## src/hw/rtl/percent_decode_stream_unit_macros.svh

```systemverilog
// Assertion macros for the percent decode stream unit.
`ifndef PERCENT_DECODE_STREAM_UNIT_MACROS_SVH
`define PERCENT_DECODE_STREAM_UNIT_MACROS_SVH

`ifndef SYNTHESIS

// Same-cycle implication, checked outside reset.
`define PDS_ASSERT_NOW(label, clk, rst_n, ante, cons) \
    label: assert property (@(posedge clk) disable iff (!(rst_n)) (ante) |-> (cons)) \
        else $error("pds assertion failed");

// Next-cycle implication, checked outside reset.
`define PDS_ASSERT_NEXT(label, clk, rst_n, ante, cons) \
    label: assert property (@(posedge clk) disable iff (!(rst_n)) (ante) |=> (cons)) \
        else $error("pds assertion failed");

`else

`define PDS_ASSERT_NOW(label, clk, rst_n, ante, cons)
`define PDS_ASSERT_NEXT(label, clk, rst_n, ante, cons)

`endif

`endif

```

## src/hw/rtl/pds_pkg.sv

```systemverilog
// Shared types, codes and helpers for the percent decode stream unit.
package pds_pkg;

    localparam int unsigned BYTE_W  = 8;
    localparam int unsigned CAP_W   = 9;
    localparam int unsigned COUNT_W = 9;

    localparam logic [BYTE_W-1:0] PCT_CHAR   = 8'h25;
    localparam logic [BYTE_W-1:0] PLUS_CHAR  = 8'h2B;
    localparam logic [BYTE_W-1:0] SPACE_CHAR = 8'h20;
    localparam logic [BYTE_W-1:0] MIN_PRINT  = 8'd32;
    localparam logic [BYTE_W-1:0] DEL_CHAR   = 8'd127;

    localparam logic [CAP_W-1:0] CAPACITY_RESET = 9'd65;

    // Configuration register indexes
    localparam logic CFG_PLUS_AS_SPACE = 1'b0;
    localparam logic CFG_CAPACITY      = 1'b1;

    typedef enum logic [1:0] {
        PH_NORMAL = 2'd0,
        PH_HIGH   = 2'd1,
        PH_LOW    = 2'd2
    } pds_phase_t;

    typedef enum logic [1:0] {
        ST_RUN    = 2'd0,
        ST_ACCEPT = 2'd1,
        ST_REJECT = 2'd2
    } pds_status_t;

    typedef struct packed {
        pds_phase_t         phase;
        logic [3:0]         high_nibble;
        logic [COUNT_W-1:0] out_count;
        logic               failed;
    } pds_state_t;

    typedef struct packed {
        logic              out_valid;
        logic [BYTE_W-1:0] out_byte;
        pds_status_t       status;
        logic              end_of_component;
    } pds_result_t;

    typedef struct packed {
        logic       bad;
        logic [3:0] val;
    } pds_hex_t;

    localparam pds_state_t PDS_STATE_CLEAR = '{
        phase:       PH_NORMAL,
        high_nibble: 4'd0,
        out_count:   '0,
        failed:      1'b0
    };

    function automatic pds_hex_t hex_digit(input logic [BYTE_W-1:0] b);
        pds_hex_t h;
        h.bad = 1'b0;
        h.val = 4'd0;
        case (b) inside
            [8'h30:8'h39]: h.val = b[3:0];
            [8'h41:8'h46],
            [8'h61:8'h66]: h.val = 4'(b[2:0] + 3'd1) + 4'd8;
            default:       h.bad = 1'b1;
        endcase
        return h;
    endfunction

endpackage

```

## src/hw/rtl/pds_decode.sv

```systemverilog
// Escape decoder: next component state and result word for one source byte.
module pds_decode (
    input  pds_pkg::pds_state_t            state_i,
    input  logic [pds_pkg::BYTE_W-1:0]     byte_i,
    input  logic                           last_i,
    input  logic                           plus_as_space_i,
    input  logic [pds_pkg::CAP_W-1:0]      capacity_i,
    output pds_pkg::pds_state_t            state_next_o,
    output pds_pkg::pds_result_t           result_o
);
    import pds_pkg::*;

    pds_state_t        st;
    pds_hex_t          hex;
    logic              have;
    logic              emit;
    logic [BYTE_W-1:0] dec;
    logic [COUNT_W:0]  count_inc;

    assign hex       = hex_digit(byte_i);
    assign count_inc = {1'b0, state_i.out_count} + {{COUNT_W{1'b0}}, 1'b1};

    always_comb begin
        st   = state_i;
        have = 1'b0;
        emit = 1'b0;
        dec  = '0;
        if (!state_i.failed) begin
            case (state_i.phase)
                PH_HIGH: begin
                    if (hex.bad) begin
                        st.failed = 1'b1;
                    end else begin
                        st.high_nibble = hex.val;
                        st.phase       = PH_LOW;
                    end
                end
                PH_LOW: begin
                    if (hex.bad) begin
                        st.failed = 1'b1;
                    end else begin
                        dec      = {state_i.high_nibble, hex.val};
                        st.phase = PH_NORMAL;
                        have     = 1'b1;
                    end
                end
                default: begin
                    if (byte_i == PCT_CHAR) begin
                        st.phase = PH_HIGH;
                    end else begin
                        dec  = (plus_as_space_i && byte_i == PLUS_CHAR) ? SPACE_CHAR : byte_i;
                        have = 1'b1;
                    end
                end
            endcase
            if (have) begin
                if (dec < MIN_PRINT || dec == DEL_CHAR
                        || count_inc >= {1'b0, capacity_i}) begin
                    st.failed = 1'b1;
                end else begin
                    emit         = 1'b1;
                    st.out_count = count_inc[COUNT_W-1:0];
                end
            end
            if (last_i && st.phase != PH_NORMAL) begin
                st.failed = 1'b1;
            end
        end
    end

    always_comb begin
        result_o.out_valid        = emit;
        result_o.out_byte         = emit ? dec : '0;
        result_o.status           = ST_RUN;
        if (last_i) begin
            result_o.status = st.failed ? ST_REJECT : ST_ACCEPT;
        end
        result_o.end_of_component = last_i;
    end

    assign state_next_o = last_i ? PDS_STATE_CLEAR : st;

endmodule

```

## src/hw/rtl/percent_decode_stream_unit.sv

```systemverilog
// Top level of the percent decode stream unit: input register, decoder, output register.
//
// channel | dir | tdata           | tuser                         | tlast
// s_axis  | in  | [7:0] src_byte  | -                             | is_last
// m_axis  | out | [7:0] out_byte  | [0] out_valid, [2:1] status   | end_of_component
//
// One word in and one word out per cycle while m_axis is ready; a word passes through
// the input register and the output register, the decoder sitting between them.
// Component state updates as a word moves from the input to the output register.
// Reset empties both registers, clears the component state and sets the configuration to its defaults.
// A stall at m_axis holds the output word and backs up into the input register.
`include "percent_decode_stream_unit_macros.svh"

module percent_decode_stream_unit (
    input  logic                          aclk,
    input  logic                          aresetn,

    input  logic                          cfg_we,
    input  logic                          cfg_addr,
    input  logic [pds_pkg::CAP_W-1:0]     cfg_wdata,

    input  logic                          s_axis_tvalid,
    output logic                          s_axis_tready,
    input  logic [7:0]                    s_axis_tdata,   // [7:0] src_byte
    input  logic                          s_axis_tlast,

    output logic                          m_axis_tvalid,
    input  logic                          m_axis_tready,
    output logic [7:0]                    m_axis_tdata,   // [7:0] out_byte
    output logic [2:0]                    m_axis_tuser,   // [0] out_valid, [2:1] status
    output logic                          m_axis_tlast
);
    import pds_pkg::*;

    logic              plus_as_space_reg;
    logic [CAP_W-1:0]  capacity_reg;

    logic              in_valid_reg;
    logic [BYTE_W-1:0] in_byte_reg;
    logic              in_last_reg;

    pds_state_t        state_reg;
    pds_state_t        state_next;
    pds_result_t       result;

    logic              out_valid_reg;
    pds_result_t       out_res_reg;

    logic              advance;

    assign advance       = in_valid_reg && (!out_valid_reg || m_axis_tready);
    assign s_axis_tready = !in_valid_reg || advance;

    always_ff @(posedge aclk) begin
        if (!aresetn) begin
            plus_as_space_reg <= 1'b0;
            capacity_reg      <= CAPACITY_RESET;
        end else if (cfg_we) begin
            case (cfg_addr)
                CFG_PLUS_AS_SPACE: plus_as_space_reg <= cfg_wdata[0];
                CFG_CAPACITY:      capacity_reg      <= cfg_wdata;
                default:           ;
            endcase
        end
    end

    always_ff @(posedge aclk) begin
        if (!aresetn) begin
            in_valid_reg <= 1'b0;
        end else if (s_axis_tready) begin
            in_valid_reg <= s_axis_tvalid;
        end
    end

    always_ff @(posedge aclk) begin
        if (s_axis_tready && s_axis_tvalid) begin
            in_byte_reg <= s_axis_tdata;
            in_last_reg <= s_axis_tlast;
        end
    end

    pds_decode u_decode (
        .state_i         (state_reg),
        .byte_i          (in_byte_reg),
        .last_i          (in_last_reg),
        .plus_as_space_i (plus_as_space_reg),
        .capacity_i      (capacity_reg),
        .state_next_o    (state_next),
        .result_o        (result)
    );

    always_ff @(posedge aclk) begin
        if (!aresetn) begin
            state_reg <= PDS_STATE_CLEAR;
        end else if (advance) begin
            state_reg <= state_next;
        end
    end

    always_ff @(posedge aclk) begin
        if (!aresetn) begin
            out_valid_reg <= 1'b0;
        end else if (advance) begin
            out_valid_reg <= 1'b1;
        end else if (m_axis_tready) begin
            out_valid_reg <= 1'b0;
        end
    end

    always_ff @(posedge aclk) begin
        if (advance) begin
            out_res_reg <= result;
        end
    end

    assign m_axis_tvalid = out_valid_reg;
    assign m_axis_tdata  = out_res_reg.out_byte;
    assign m_axis_tuser  = {out_res_reg.status, out_res_reg.out_valid};
    assign m_axis_tlast  = out_res_reg.end_of_component;

    // Only the word that ends a component carries a final status.
    `PDS_ASSERT_NOW(a_status_on_last, aclk, aresetn, m_axis_tvalid && !m_axis_tlast, out_res_reg.status == ST_RUN)

    // A rejected component emits nothing more.
    `PDS_ASSERT_NOW(a_no_emit_after_fail, aclk, aresetn, advance && state_reg.failed, !result.out_valid)

    // Emitted bytes are printable.
    `PDS_ASSERT_NOW(a_emit_printable, aclk, aresetn, m_axis_tvalid && out_res_reg.out_valid, out_res_reg.out_byte >= MIN_PRINT && out_res_reg.out_byte != DEL_CHAR)

    // The last word of a component leaves the state cleared.
    `PDS_ASSERT_NEXT(a_clear_after_last, aclk, aresetn, advance && in_last_reg, state_reg == PDS_STATE_CLEAR)

endmodule
```

## config.mk

```make
export PLATFORM = sky130hd
export DESIGN_NAME = percent_decode_stream_unit
export DESIGN_NICKNAME = d
export VERILOG_FILES = /design/src/hw/rtl/pds_pkg.sv /design/src/hw/rtl/pds_decode.sv /design/src/hw/rtl/percent_decode_stream_unit.sv
export VERILOG_INCLUDE_DIRS = /design/src /design/src/hw/rtl
export SDC_FILE = /design/constraint.sdc
export NUM_CORES = 1
export LEC_CHECK = 0
export ABC_AREA = 0
export BUFFER_PORTS_ARGS = -buffer_cell sky130_fd_sc_hd__buf_4
export CORE_MARGIN = 1
export CORE_UTILIZATION = 52
export CTS_CLUSTER_SIZE = 8
export DETAILED_ROUTE_END_ITERATION = 7
export PLACE_DENSITY = 0.79
export RECOVER_POWER = 100
export SYNTH_ARGS = -nofsm -noshare
export SYNTH_HDL_FRONTEND = slang
export SYNTH_SLANG_ARGS = --single-unit
```

## constraint.sdc

```tcl
create_clock -name aclk -period 2.9 [get_ports aclk]
set_input_delay 0.58 -clock aclk [delete_from_list [all_inputs] [get_ports aclk]]
set_output_delay 0.58 -clock aclk [all_outputs]
set_load 0.005 [all_outputs]
```

==> flow_metrics.env, run 1 <==
export IMPL_status="finished, violations left"
export IMPL_violations="setup timing"
export IMPL_synth_top_area_share_pct=22.0
export IMPL_cts_buffers=5
export IMPL_crit_type="reg2reg"
export IMPL_crit_fanout=5
export IMPL_p_sw_uw=343
export IMPL_chipWidth_um=76.3
export IMPL_regArea_um2=1210
export IMPL_drive_gt1_share_pct=28.1
export IMPL_layout_cells_most_common_list="33 x buf_4, 31 x nand2_1, 24 x inv_1"
export IMPL_rsz0062_at_grt="true"
export IMPL_mostFrequentLayoutCell="buf_4"
export IMPL_p_comb_share_pct=13.6
export IMPL_critPathSlowestCell="dfxtp_4"
export IMPL_syn_to_final_growth_pct=24.7
export IMPL_grt_max_degree=30
export IMPL_finalClockSkew_ns=0.0111
export IMPL_reg2regPathDepth=14
export IMPL_via_per_inst=5.66
export IMPL_htree_levels=2
export IMPL_slew_violations=0
export IMPL_holdCritPathClass="reg2reg"
export IMPL_synth_largest_area_cell="edfxtp_1"
export IMPL_max_slew_margin_pct=57.4
export IMPL_clock_root_buffer="clkbuf_8"
export IMPL_vias=2468
export IMPL_io_buffer_count=37
export IMPL_critPathRequiredTime_ns=3.13
export IMPL_drtIter0Drc=149
export IMPL_yosysSeqAreaShare_pct=41.5
export IMPL_cap_violations=0
export IMPL_crit_top_cell="nand3_2"
export IMPL_largest_register_ffs=16
export IMPL_drt_wl_total_um=6260
export IMPL_hold_viol=0
export IMPL_grt_overflow=0
export IMPL_synthArstFlopShare_pct=0
export IMPL_power_density_nw_per_um2=393
export IMPL_setup_ws_ns=-0.0304
export IMPL_initial_utilization_pct=55.1
export IMPL_grt_pass1_vias=2247
export IMPL_synth_area_leaders="edfxtp_1 22%, dfxtp_1 20%, ha_1 7.0%, nand2_1 4.3%, inv_1 3.1%"
export IMPL_drt_pass1_iterations=4
export IMPL_clk_latency_ns=0.31
export IMPL_routabilityCongestion=0.915
export IMPL_grtUsageTotal_pct=21.6
export IMPL_p_int_uw=1060
export IMPL_die_area_um2=5820
export IMPL_p_leak_uw=0.00141
export IMPL_total_power_uw=1400
export IMPL_ys_warn_count=0
export IMPL_worstHoldStart="capacity_reg[3]$_SDFFE_PN0P_"
export IMPL_ys_ff_latch=49
export IMPL_worst_pin_slew_ns=0.637
export IMPL_post_synth_cell_area_avg_um2=9.28
export IMPL_syn_inst=309
export IMPL_fin_nets=405
export IMPL_antenna_found_initial=0
export IMPL_holdWs_ns=0.469
export IMPL_synthesis_nets=349
export IMPL_diodes=0
export IMPL_multiInputGateArea_um2=1650
export IMPL_cts_buffer_depth=2
export IMPL_vdd_ir_drop_worst_mv=0.301
export IMPL_hold_end="capacity_reg[3]$_SDFFE_PN0P_"
export IMPL_dieHeight_um=76.3
export IMPL_rows=26
export IMPL_drc=0
export IMPL_cp_arrival_ns=3.16
export IMPL_critical_path_cell_chain="ha_4 -> nand3_4 -> nor2_4 -> nand3_2 -> xnor2_2 -> ha_1 -> nand3_2 -> o221ai_2 -> a211oi_2 -> and2_4 -> nand4bb_1 -> o211a_1 -> or3_1 -> a21boi_1"
export IMPL_synth_edf_count=21
export IMPL_fin_crit_sh_pct=101
export IMPL_cts_sinks=49
export IMPL_regToRegEndpoint="state_reg[2]$_SDFFE_PN0P_"
export IMPL_drtAntennaViolNets=0
export IMPL_period_needed_ns=2.93
export IMPL_coreArea_um2=5200
export IMPL_max_freq_mhz=341
export IMPL_p_clk_share_pct=31.6
export IMPL_netlist_area_um2=2870
export IMPL_whs_path_depth=2
export IMPL_synth_ff_type="dfxtp_1"
export IMPL_setup_violations_final=1
export IMPL_swShare_pct=24.4
export IMPL_num_fill_cells=405
export IMPL_rrSetupSlack_ns=-0.03
export IMPL_grt_pass1_wl_um=10100
export IMPL_clk_pin_slew_worst_paths_ns=0.09
export IMPL_cp_end_kind="register"
export IMPL_start_kind="register"
export IMPL_place_hpwl_um=4470
export IMPL_num_io_pins=38
export IMPL_cts_tree="done"
export IMPL_r2r_start="state_reg[1]$_SDFFE_PN0P_"
export IMPL_wire_per_inst_um=14.4
export IMPL_ys_types=60
export IMPL_cpPeakStageDelay_ns=0.39
export IMPL_seq_power_share_pct=54.8
==> power by group through the flow <==
stage,Combinational (uW),Sequential (uW),Clock [uW]
3_3_place_gp,181,786,0
6_report,191,769,444
4_1_cts,188,771,451
3_5_place_dp,184,787,0
2_1_floorplan,113,784,0
5_1_grt,211,773,472
==> per-stage QoR <==
step | setup TNS, ns | std cells | setup WS, ns | area (um^2) | utilization [%]
3_5_place_dp | -0.318 | 424 | -0.0582 | 3340 | 64.3
3_3_place_gp | 0 | 424 | 0.0275 | 3340 | 64.3
6_report | -0.0304 | 436 | -0.0304 | 3580 | 68.7
2_1_floorplan | 0 | 309 | 0.0493 | 2910 | -
5_1_grt | -1.12 | 436 | -0.189 | 3580 | 68.7
4_1_cts | 0 | 433 | 0.00843 | 3470 | 66.8
==> cells by family (layout without fill, tap and decap cells) <==
group	count (synthesis)	count (layout)	synth area share, %
DFF	49	49	41.5
and+or+nand+nor	122	122	23.1
buffers and inverters	33	90	5.15
muxes	5	5	1.96
xor gates and xnor gates	5	5	1.53
adders and majority gates	16	16	6.98
AOI/OAI and AO/OA	79	79	19.7
==> synth_stat cells (2+ instances only) <==
library cell  count
a211oi_1          3
a21boi_0          9
a21oi_1          11
a21oi_2           2
a22o_1            3
a31oi_1           4
a32oi_1           4
and2_1            4
buf_6             3
clkbuf_1          5
dfxtp_1          28
edfxtp_1         21
ha_1             16
inv_1            24
mux2i_1           3
nand2_1          33
nand2b_1          7
nand3_1          12
nand3b_1          2
nand4bb_1         2
nor2_1           23
nor2b_1          13
nor3_1            6
nor4_1            3
o211ai_1          9
o21a_1            2
o21ai_0           9
o21ai_1           7
o21bai_1          3
o31ai_1           3
or3_1             3
xnor2_1           3
xor2_1            2
==> worst max-delay path, delay by kind of cell (launching register included) <==
family	cells	cell delay [ns]
AOI/OAI and AO/OA	4	0.74
DFF	1	0.39
xor gates and xnor gates	1	0.21
adders and majority gates	2	0.43
and+or+nand+nor	7	1.08
==> per-layer routing <==
layer | up-vias | part of all wire (%) | global-route usage (%)
met2 | 69 | 47 | 35.9
li1 | 1223 | - | -
met5 | - | 0 | 0
met4 | 0 | 1.5 | 7.12
met3 | 11 | 3.7 | 3.59
met1 | 1165 | 48 | 28.5
==> area by class of cell <==
type / instances / share of cell area (%)
timing repair buffer: 58 / 12.2
inverter: 24 / 2.52
multi-input combinational: 227 / 46.3
sequential: 49 / 33.7
clock inverter: 1 / 0.140
tap: 70 / 2.45
clock buffer: 7 / 2.73
==> worst max path at each step <==
stage / start / to / slack [ns] / depth (start not counted)
after global routing: state_reg[1]$_SDFFE_PN0P_ / state_reg[2]$_SDFFE_PN0P_ / -0.19 / 14
after CTS: state_reg[3]$_SDFFE_PN0P_ / state_reg[2]$_SDFFE_PN0P_ / 0.008 / 13
after floorplan: state_reg[1]$_SDFFE_PN0P_ / state_reg[2]$_SDFFE_PN0P_ / 0.05 / 15
after detailed placement: state_reg[2]$_SDFFE_PN0P_ / state_reg[2]$_SDFFE_PN0P_ / -0.06 / 14
after global placement: state_reg[4]$_SDFFE_PN0P_ / state_reg[5]$_SDFFE_PN0P_ / 0.03 / 13
final: state_reg[1]$_SDFFE_PN0P_ / state_reg[2]$_SDFFE_PN0P_ / -0.03 / 14
==> what timing repair did <==
item / 4_1_cts / 5_1_grt
pin swaps: 3 / 17
resized for setup: 4 / 22
hold buffers: 0 / 0
buffers inserted: 1 / 3
endpoints found under the setup margin: 8 / 15
Note: power is estimated with default switching activity, not from simulation.
==> run 2, diff against run 1 <==
--- a/config.mk
+++ b/config.mk
@@ -10,8 +10,9 @@
 export BUFFER_PORTS_ARGS = -buffer_cell sky130_fd_sc_hd__buf_4
 export CORE_MARGIN = 1
-export CORE_UTILIZATION = 52
+export CORE_UTILIZATION = 54
+export CTS_BUF_LIST = sky130_fd_sc_hd__clkbuf_4
 export CTS_CLUSTER_SIZE = 8
 export DETAILED_ROUTE_END_ITERATION = 7
-export PLACE_DENSITY = 0.79
+export PLACE_DENSITY = 0.81
 export RECOVER_POWER = 100
 export SYNTH_ARGS = -nofsm -noshare
==> constraint.sdc (replaced) <==
create_clock -name aclk -period 2.9 [get_ports aclk]
set_input_delay 0.145 -clock aclk [delete_from_list [all_inputs] [get_ports aclk]]
set_output_delay 0.145 -clock aclk [all_outputs]
set_load 0.005 [all_outputs]
==> run 2 against run 1 <==
  * Largest power group unchanged
  * Register-to-register slack hardly changed
  * Global-route usage is 2.0 points higher
  * Utilization is 4.7 points higher
  * The run still ends with setup timing left
  * Total power is 4.7% higher
  * First-iteration DRC count is 32% higher
  * Critical path type unchanged
  * Clock skew is 0.0068 ns higher
==> flow_metrics.env, run 2 (synthesized netlist as in run 1, its figures left out) <==
export IMPL_max_slew_margin_pct=54.9
export IMPL_fin_crit_sh_pct=101
export IMPL_finalClockSkew_ns=0.0179
export IMPL_rows=26
export IMPL_via_per_inst=5.58
export IMPL_grt_pass1_wl_um=9970
export IMPL_cts_buffer_depth=2
export IMPL_place_hpwl_um=4640
export IMPL_clk_pin_slew_worst_paths_ns=0.15
export IMPL_diodes=0
export IMPL_cap_violations=0
export IMPL_grt_max_degree=30
export IMPL_wire_per_inst_um=15.0
export IMPL_max_freq_mhz=340
export IMPL_initial_utilization_pct=56.1
export IMPL_holdCritPathClass="in2reg"
export IMPL_crit_fanout=8
export IMPL_grt_overflow=0
export IMPL_drc=0
export IMPL_slew_violations=0
export IMPL_critPathSlowestCell="dfxtp_4"
export IMPL_vias=2549
export IMPL_drt_pass1_iterations=4
export IMPL_routabilityCongestion=0.928
export IMPL_layout_cells_most_common_list="41 x buf_4, 31 x nand2_1, 24 x inv_1, 24 x clkbuf_4, 22 x nor2_1"
export IMPL_antenna_found_initial=0
export IMPL_grtUsageTotal_pct=23.6
export IMPL_crit_family="compound AO/OA/AOI/OAI gates"
export IMPL_cts_buffers=5
export IMPL_rsz0062_at_grt="true"
export IMPL_whs_path_depth=3
export IMPL_start_kind="register"
export IMPL_drt_wl_total_um=6860
export IMPL_reg2regPathDepth=15
export IMPL_crit_start="state_reg[2]$_SDFFE_PN0P_"
export IMPL_regToRegEndpoint="state_reg[7]$_SDFFE_PN0P_"
export IMPL_critPathRequiredTime_ns=3.16
export IMPL_hold_viol=0
export IMPL_setup_ws_ns=-0.0404
export IMPL_rrSetupSlack_ns=-0.04
export IMPL_path_buf_inv=2
export IMPL_clk_latency_ns=0.37
export IMPL_r2r_start="state_reg[2]$_SDFFE_PN0P_"
export IMPL_io_buffer_count=37
export IMPL_drtAntennaViolNets=0
export IMPL_post_place_ws_ns=-0.0477
export IMPL_worst_pin_slew_ns=0.673
export IMPL_mostFrequentLayoutCell="buf_4"
export IMPL_fin_nets=426
export IMPL_num_io_pins=38
export IMPL_grt_pass1_vias=2212
export IMPL_violations="setup timing"
export IMPL_setup_violations_final=4
export IMPL_p_leak_uw=0.00149
export IMPL_worstHoldStart="cfg_wdata[2]"
export IMPL_chipWidth_um=74.9
export IMPL_dpl_cell_area_um2=3390
export IMPL_drive_gt1_share_pct=27.6
export IMPL_coreArea_um2=5110
export IMPL_largest_register_ffs=16
export IMPL_period_needed_ns=2.94
export IMPL_syn_to_final_growth_pct=30.8
export IMPL_drtIter0Drc=197
export IMPL_finalInstanceArea_um2=3750
export IMPL_crit_end="state_reg[7]$_SDFFE_PN0P_"
export IMPL_clock_root_buffer="clkbuf_4"
export IMPL_cts_tree="done"
export IMPL_cts_sinks=49
export IMPL_dieHeight_um=74.9
export IMPL_vdd_ir_drop_worst_mv=0.260
export IMPL_path_depth=15
export IMPL_cp_arrival_ns=3.20
export IMPL_htree_levels=2
export IMPL_critical_path_cell_chain="ha_4 -> nand3_4 -> nor2_4 -> nand3_2 -> xnor2_2 -> ha_1 -> inv_1 -> o221ai_2 -> a211oi_2 -> and2_4 -> nand4bb_1 -> o211a_1 -> buf_4 -> o211ai_1 -> o21ai_1"
export IMPL_cp_end_kind="register"
export IMPL_crit_type="reg2reg"
export IMPL_status="finished, violations left"
export IMPL_die_area_um2=5610
export IMPL_power_density_nw_per_um2=392
export IMPL_cpPeakStageDelay_ns=0.40
export IMPL_num_fill_cells=357
run 2: cell count changes in the layout (fill, tap and decap cells not counted), sizes merged:
cell         before  now
bufinv            0    2
dlygate4sd3       0   14
clkbuf           31   29
buf              34   41
run 2: timing repair:
action,4_1_cts,5_1_grt
resized for setup,1,23
endpoints found under the setup margin,7,16
pin swaps,1,9
hold buffers,11,3
endpoints found under the hold margin,11,3
buffers inserted,1,4
run 2: metrics by stage:
| stage | hold slack (ns) | utilization (%) | power (uW) | TNS (ns) | cells |
|---|---|---|---|---|---|
| 2_1_floorplan | 0.244 | - | 897 | 0 | 309 |
| 3_3_place_gp | 0.323 | 66.4 | 967 | 0 | 430 |
| 3_5_place_dp | 0.324 | 66.4 | 972 | -0.184 | 430 |
| 4_1_cts | 0.00128 | 70.8 | 1470 | 0 | 450 |
| 5_1_grt | 0.00811 | 73.4 | 1530 | -1.15 | 457 |
| 6_report | 0.0140 | 73.4 | 1470 | -0.0792 | 457 |
run 2: report_power, final:
part	leakage, uW	switching [uW]	internal [uW]
Combinational	0.000997	108	105
Clock	0.0000552	219	267
Sequential	0.000433	22.5	749
Total	0.00149	349	1120
run 2: metal layers:
| layer | vias up | GRT usage (%) | part of all wire (%) |
|---|---|---|---|
| met5 | - | 0 | 0 |
| met4 | 0 | 6.08 | 2.2 |
| met1 | 1175 | 31.9 | 46 |
| li1 | 1258 | - | - |
| met2 | 100 | 39.3 | 48 |
| met3 | 16 | 3.75 | 4.6 |
run 2: worst register-to-register path: cells and delay by family (launching register included):
kind / cells / cell delay [ns]
and+or+nand+nor: 5 / 0.56
xor gates and xnor gates: 1 / 0.20
buffers and inverters: 2 / 0.28
DFF: 1 / 0.40
AOI/OAI and AO/OA: 5 / 0.92
adders and majority gates: 2 / 0.45
run 2: worst min-delay path by stage:
| stage | endpoint |
|---|---|
| 2_1_floorplan | in_byte_reg[0]$_DFFE_PP_ |
| 3_3_place_gp | in_byte_reg[4]$_DFFE_PP_ |
| 3_5_place_dp | in_byte_reg[7]$_DFFE_PP_ |
| 4_1_cts | capacity_reg[4]$_SDFFE_PN0P_ |
| 5_1_grt | capacity_reg[7]$_SDFFE_PN0P_ |
| 6_report | capacity_reg[2]$_SDFFE_PN0P_ |
run 2: cell type report:
type / instances / area (um^2) / area share (%)
multi-input cells: 227 / 1650 / 44.1
inverters: 24 / 90.1 / 2.40
well taps: 70 / 87.6 / 2.33
clock buffers: 5 / 37.5 / 1.00
flip-flops and latches: 49 / 1210 / 32.2
clock inverters: 3 / 65.1 / 1.73
repair buffers: 79 / 609 / 16.2
==> run 3, diff against run 2 <==
CORE_UTILIZATION = 52   (was 54)
CTS_BUF_LIST = sky130_fd_sc_hd__clkbuf_16   (was sky130_fd_sc_hd__clkbuf_4)
CTS_CLUSTER_DIAMETER = 60   (was unset)
PLACE_DENSITY = 0.79   (was 0.81)
==> run 3 against run 2 <==
  * The flow finishes with violations (DRC, setup timing)
  * Total power up 4.0%
  * Register-to-register slack got worse by 0.07 ns
  * Global-route usage is 0.11 points lower
  * Critical endpoint is now state_reg[2]$_SDFFE_PN0P_
==> flow_metrics.env, run 3 (synthesized netlist as in run 1, its figures left out) <==
export IMPL_r2r_start="state_reg[1]$_SDFFE_PN0P_"
export IMPL_syn_to_final_growth_pct=25.2
export IMPL_max_slew_margin_pct=51.7
export IMPL_antenna_found_initial=0
export IMPL_critPathRequiredTime_ns=3.12
export IMPL_cp_end_kind="register"
export IMPL_grt_pass1_wl_um=10900
export IMPL_cts_sinks=49
export IMPL_rows=26
export IMPL_drt_pass1_iterations=7
export IMPL_worst_pin_slew_ns=0.722
export IMPL_grtUsageTotal_pct=23.5
export IMPL_setup_ws_ns=-0.107
export IMPL_cts_hold_buffers=0
export IMPL_fin_crit_sh_pct=104
export IMPL_layout_cells_most_common_list="36 x buf_4, 32 x nand2_1, 25 x inv_1"
export IMPL_mostFrequentLayoutCell="buf_4"
export IMPL_cts_buffer_depth=2
export IMPL_grt_max_degree=30
export IMPL_dp_cells=423
export IMPL_violations="DRC, setup timing"
export IMPL_largest_register_ffs=16
export IMPL_drtIter0Drc=263
export IMPL_io_buffer_count=37
export IMPL_finalClockSkew_ns=0.00624
export IMPL_clk_pin_slew_worst_paths_ns=0.06
export IMPL_coreArea_um2=5200
export IMPL_drt_wl_total_um=6570
export IMPL_dieHeight_um=76.3
export IMPL_die_area_um2=5820
export IMPL_slew_violations=0
export IMPL_grt_overflow=0
export IMPL_start_kind="register"
export IMPL_fin_nets=407
export IMPL_cts_tree="done"
export IMPL_total_power_uw=1530
export IMPL_cap_violations=0
export IMPL_initial_utilization_pct=55.1
export IMPL_power_density_nw_per_um2=426
export IMPL_chipWidth_um=76.3
export IMPL_hold_viol=0
export IMPL_place_hpwl_um=4510
export IMPL_crit_type="reg2reg"
export IMPL_reg2regPathDepth=14
export IMPL_holdCritPathClass="in2reg"
export IMPL_clock_root_buffer="clkbuf_16"
export IMPL_final_util_pct=69.0
export IMPL_vias=2498
export IMPL_crit_start="state_reg[1]$_SDFFE_PN0P_"
export IMPL_period_needed_ns=3.01
export IMPL_rsz0062_at_grt="true"
export IMPL_drive_gt1_share_pct=26.6
export IMPL_cts_buffers=5
export IMPL_status="finished, violations left"
export IMPL_cp_arrival_ns=3.22
export IMPL_clk_latency_ns=0.29
export IMPL_rrSetupSlack_ns=-0.11
export IMPL_htree_levels=2
export IMPL_drtAntennaViolNets=0
export IMPL_crit_end="state_reg[2]$_SDFFE_PN0P_"
export IMPL_max_freq_mhz=333
export IMPL_crit_fanout=4
export IMPL_via_per_inst=5.70
export IMPL_wire_per_inst_um=15.0
export IMPL_drc=2
export IMPL_finalNonFillerCells=438
export IMPL_vdd_ir_drop_worst_mv=0.298
export IMPL_diodes=0
export IMPL_regToRegEndpoint="state_reg[2]$_SDFFE_PN0P_"
export IMPL_p_leak_uw=0.00141
export IMPL_routabilityCongestion=0.940
export IMPL_num_fill_cells=410
export IMPL_num_io_pins=38
export IMPL_setup_violations_final=8
export IMPL_grt_pass1_vias=2346
==> run 3: through the flow <==
stage	instance area, um^2	TNS (ns)	hold slack [ns]	setup slack (ns)
floorplan	2910	0	0.244	0.0493
CTS	3540	0	0.0276	0.00213
detailed placement	3340	-0.220	0.324	-0.0490
finish	3590	-0.376	0.0527	-0.107
global placement	3340	0	0.323	0.0545
global route	3590	-2.08	0.0440	-0.232
==> run 3: worst min path at each step <==
stage                               start                        to  cells after the start
after global routing      s_axis_tdata[7]  in_byte_reg[7]$_DFFE_PP_                      1
after global placement    s_axis_tdata[5]  in_byte_reg[5]$_DFFE_PP_                      1
after CTS                 s_axis_tdata[6]  in_byte_reg[6]$_DFFE_PP_                      1
after detailed placement  s_axis_tdata[6]  in_byte_reg[6]$_DFFE_PP_                      1
final                     s_axis_tdata[6]  in_byte_reg[6]$_DFFE_PP_                      1
after floorplan           s_axis_tdata[0]  in_byte_reg[0]$_DFFE_PP_                      0
==> run 3: per-layer routing <==
metal	vias up	share of wire [%]	GRT usage, %
met5	-	0	0
met4	0	2.3	10.2
met3	16	6.9	4.43
met2	120	47	38.3
met1	1139	43	30.3
li1	1223	-	-
==> run 3: power breakdown <==
group          internal [uW]  switching [uW]  leakage, uW
clock                    317             245    0.0000759
combinational           93.4             104     0.000902
sequential               750            20.8     0.000432
total                   1160             370      0.00141
==> run 3: final cells by class <==
cell class | instances | area, um^2 | area share [%]
clock buffers | 5 | 125 | 3.48
clock inverters | 3 | 16.3 | 0.453
inverters | 24 | 90.1 | 2.51
multi-input cells | 227 | 1630 | 45.3
flip-flops and latches | 49 | 1200 | 33.5
well taps | 70 | 87.6 | 2.44
repair buffers | 60 | 443 | 12.3
==> run 3: worst max-delay path, stage by stage (launching register included) <==
cell       delay [ns]
dfxtp_4          0.38
ha_4             0.15
nand3_4          0.10
nor2_4           0.14
nand3_2          0.12
xnor2_2          0.21
ha_1             0.28
inv_1            0.09
o221ai_2         0.12
a211oi_2         0.23
and2_4           0.18
nand4bb_1        0.11
o211a_1          0.28
or3_4            0.40
a21boi_2         0.15
==> run 3: timing repair <==
item                       CTS  global route
pin swaps                    5            15
setup buffers                3             4
setup endpoints to repair    7            17
cloned                       0             0
resized for setup           10             9
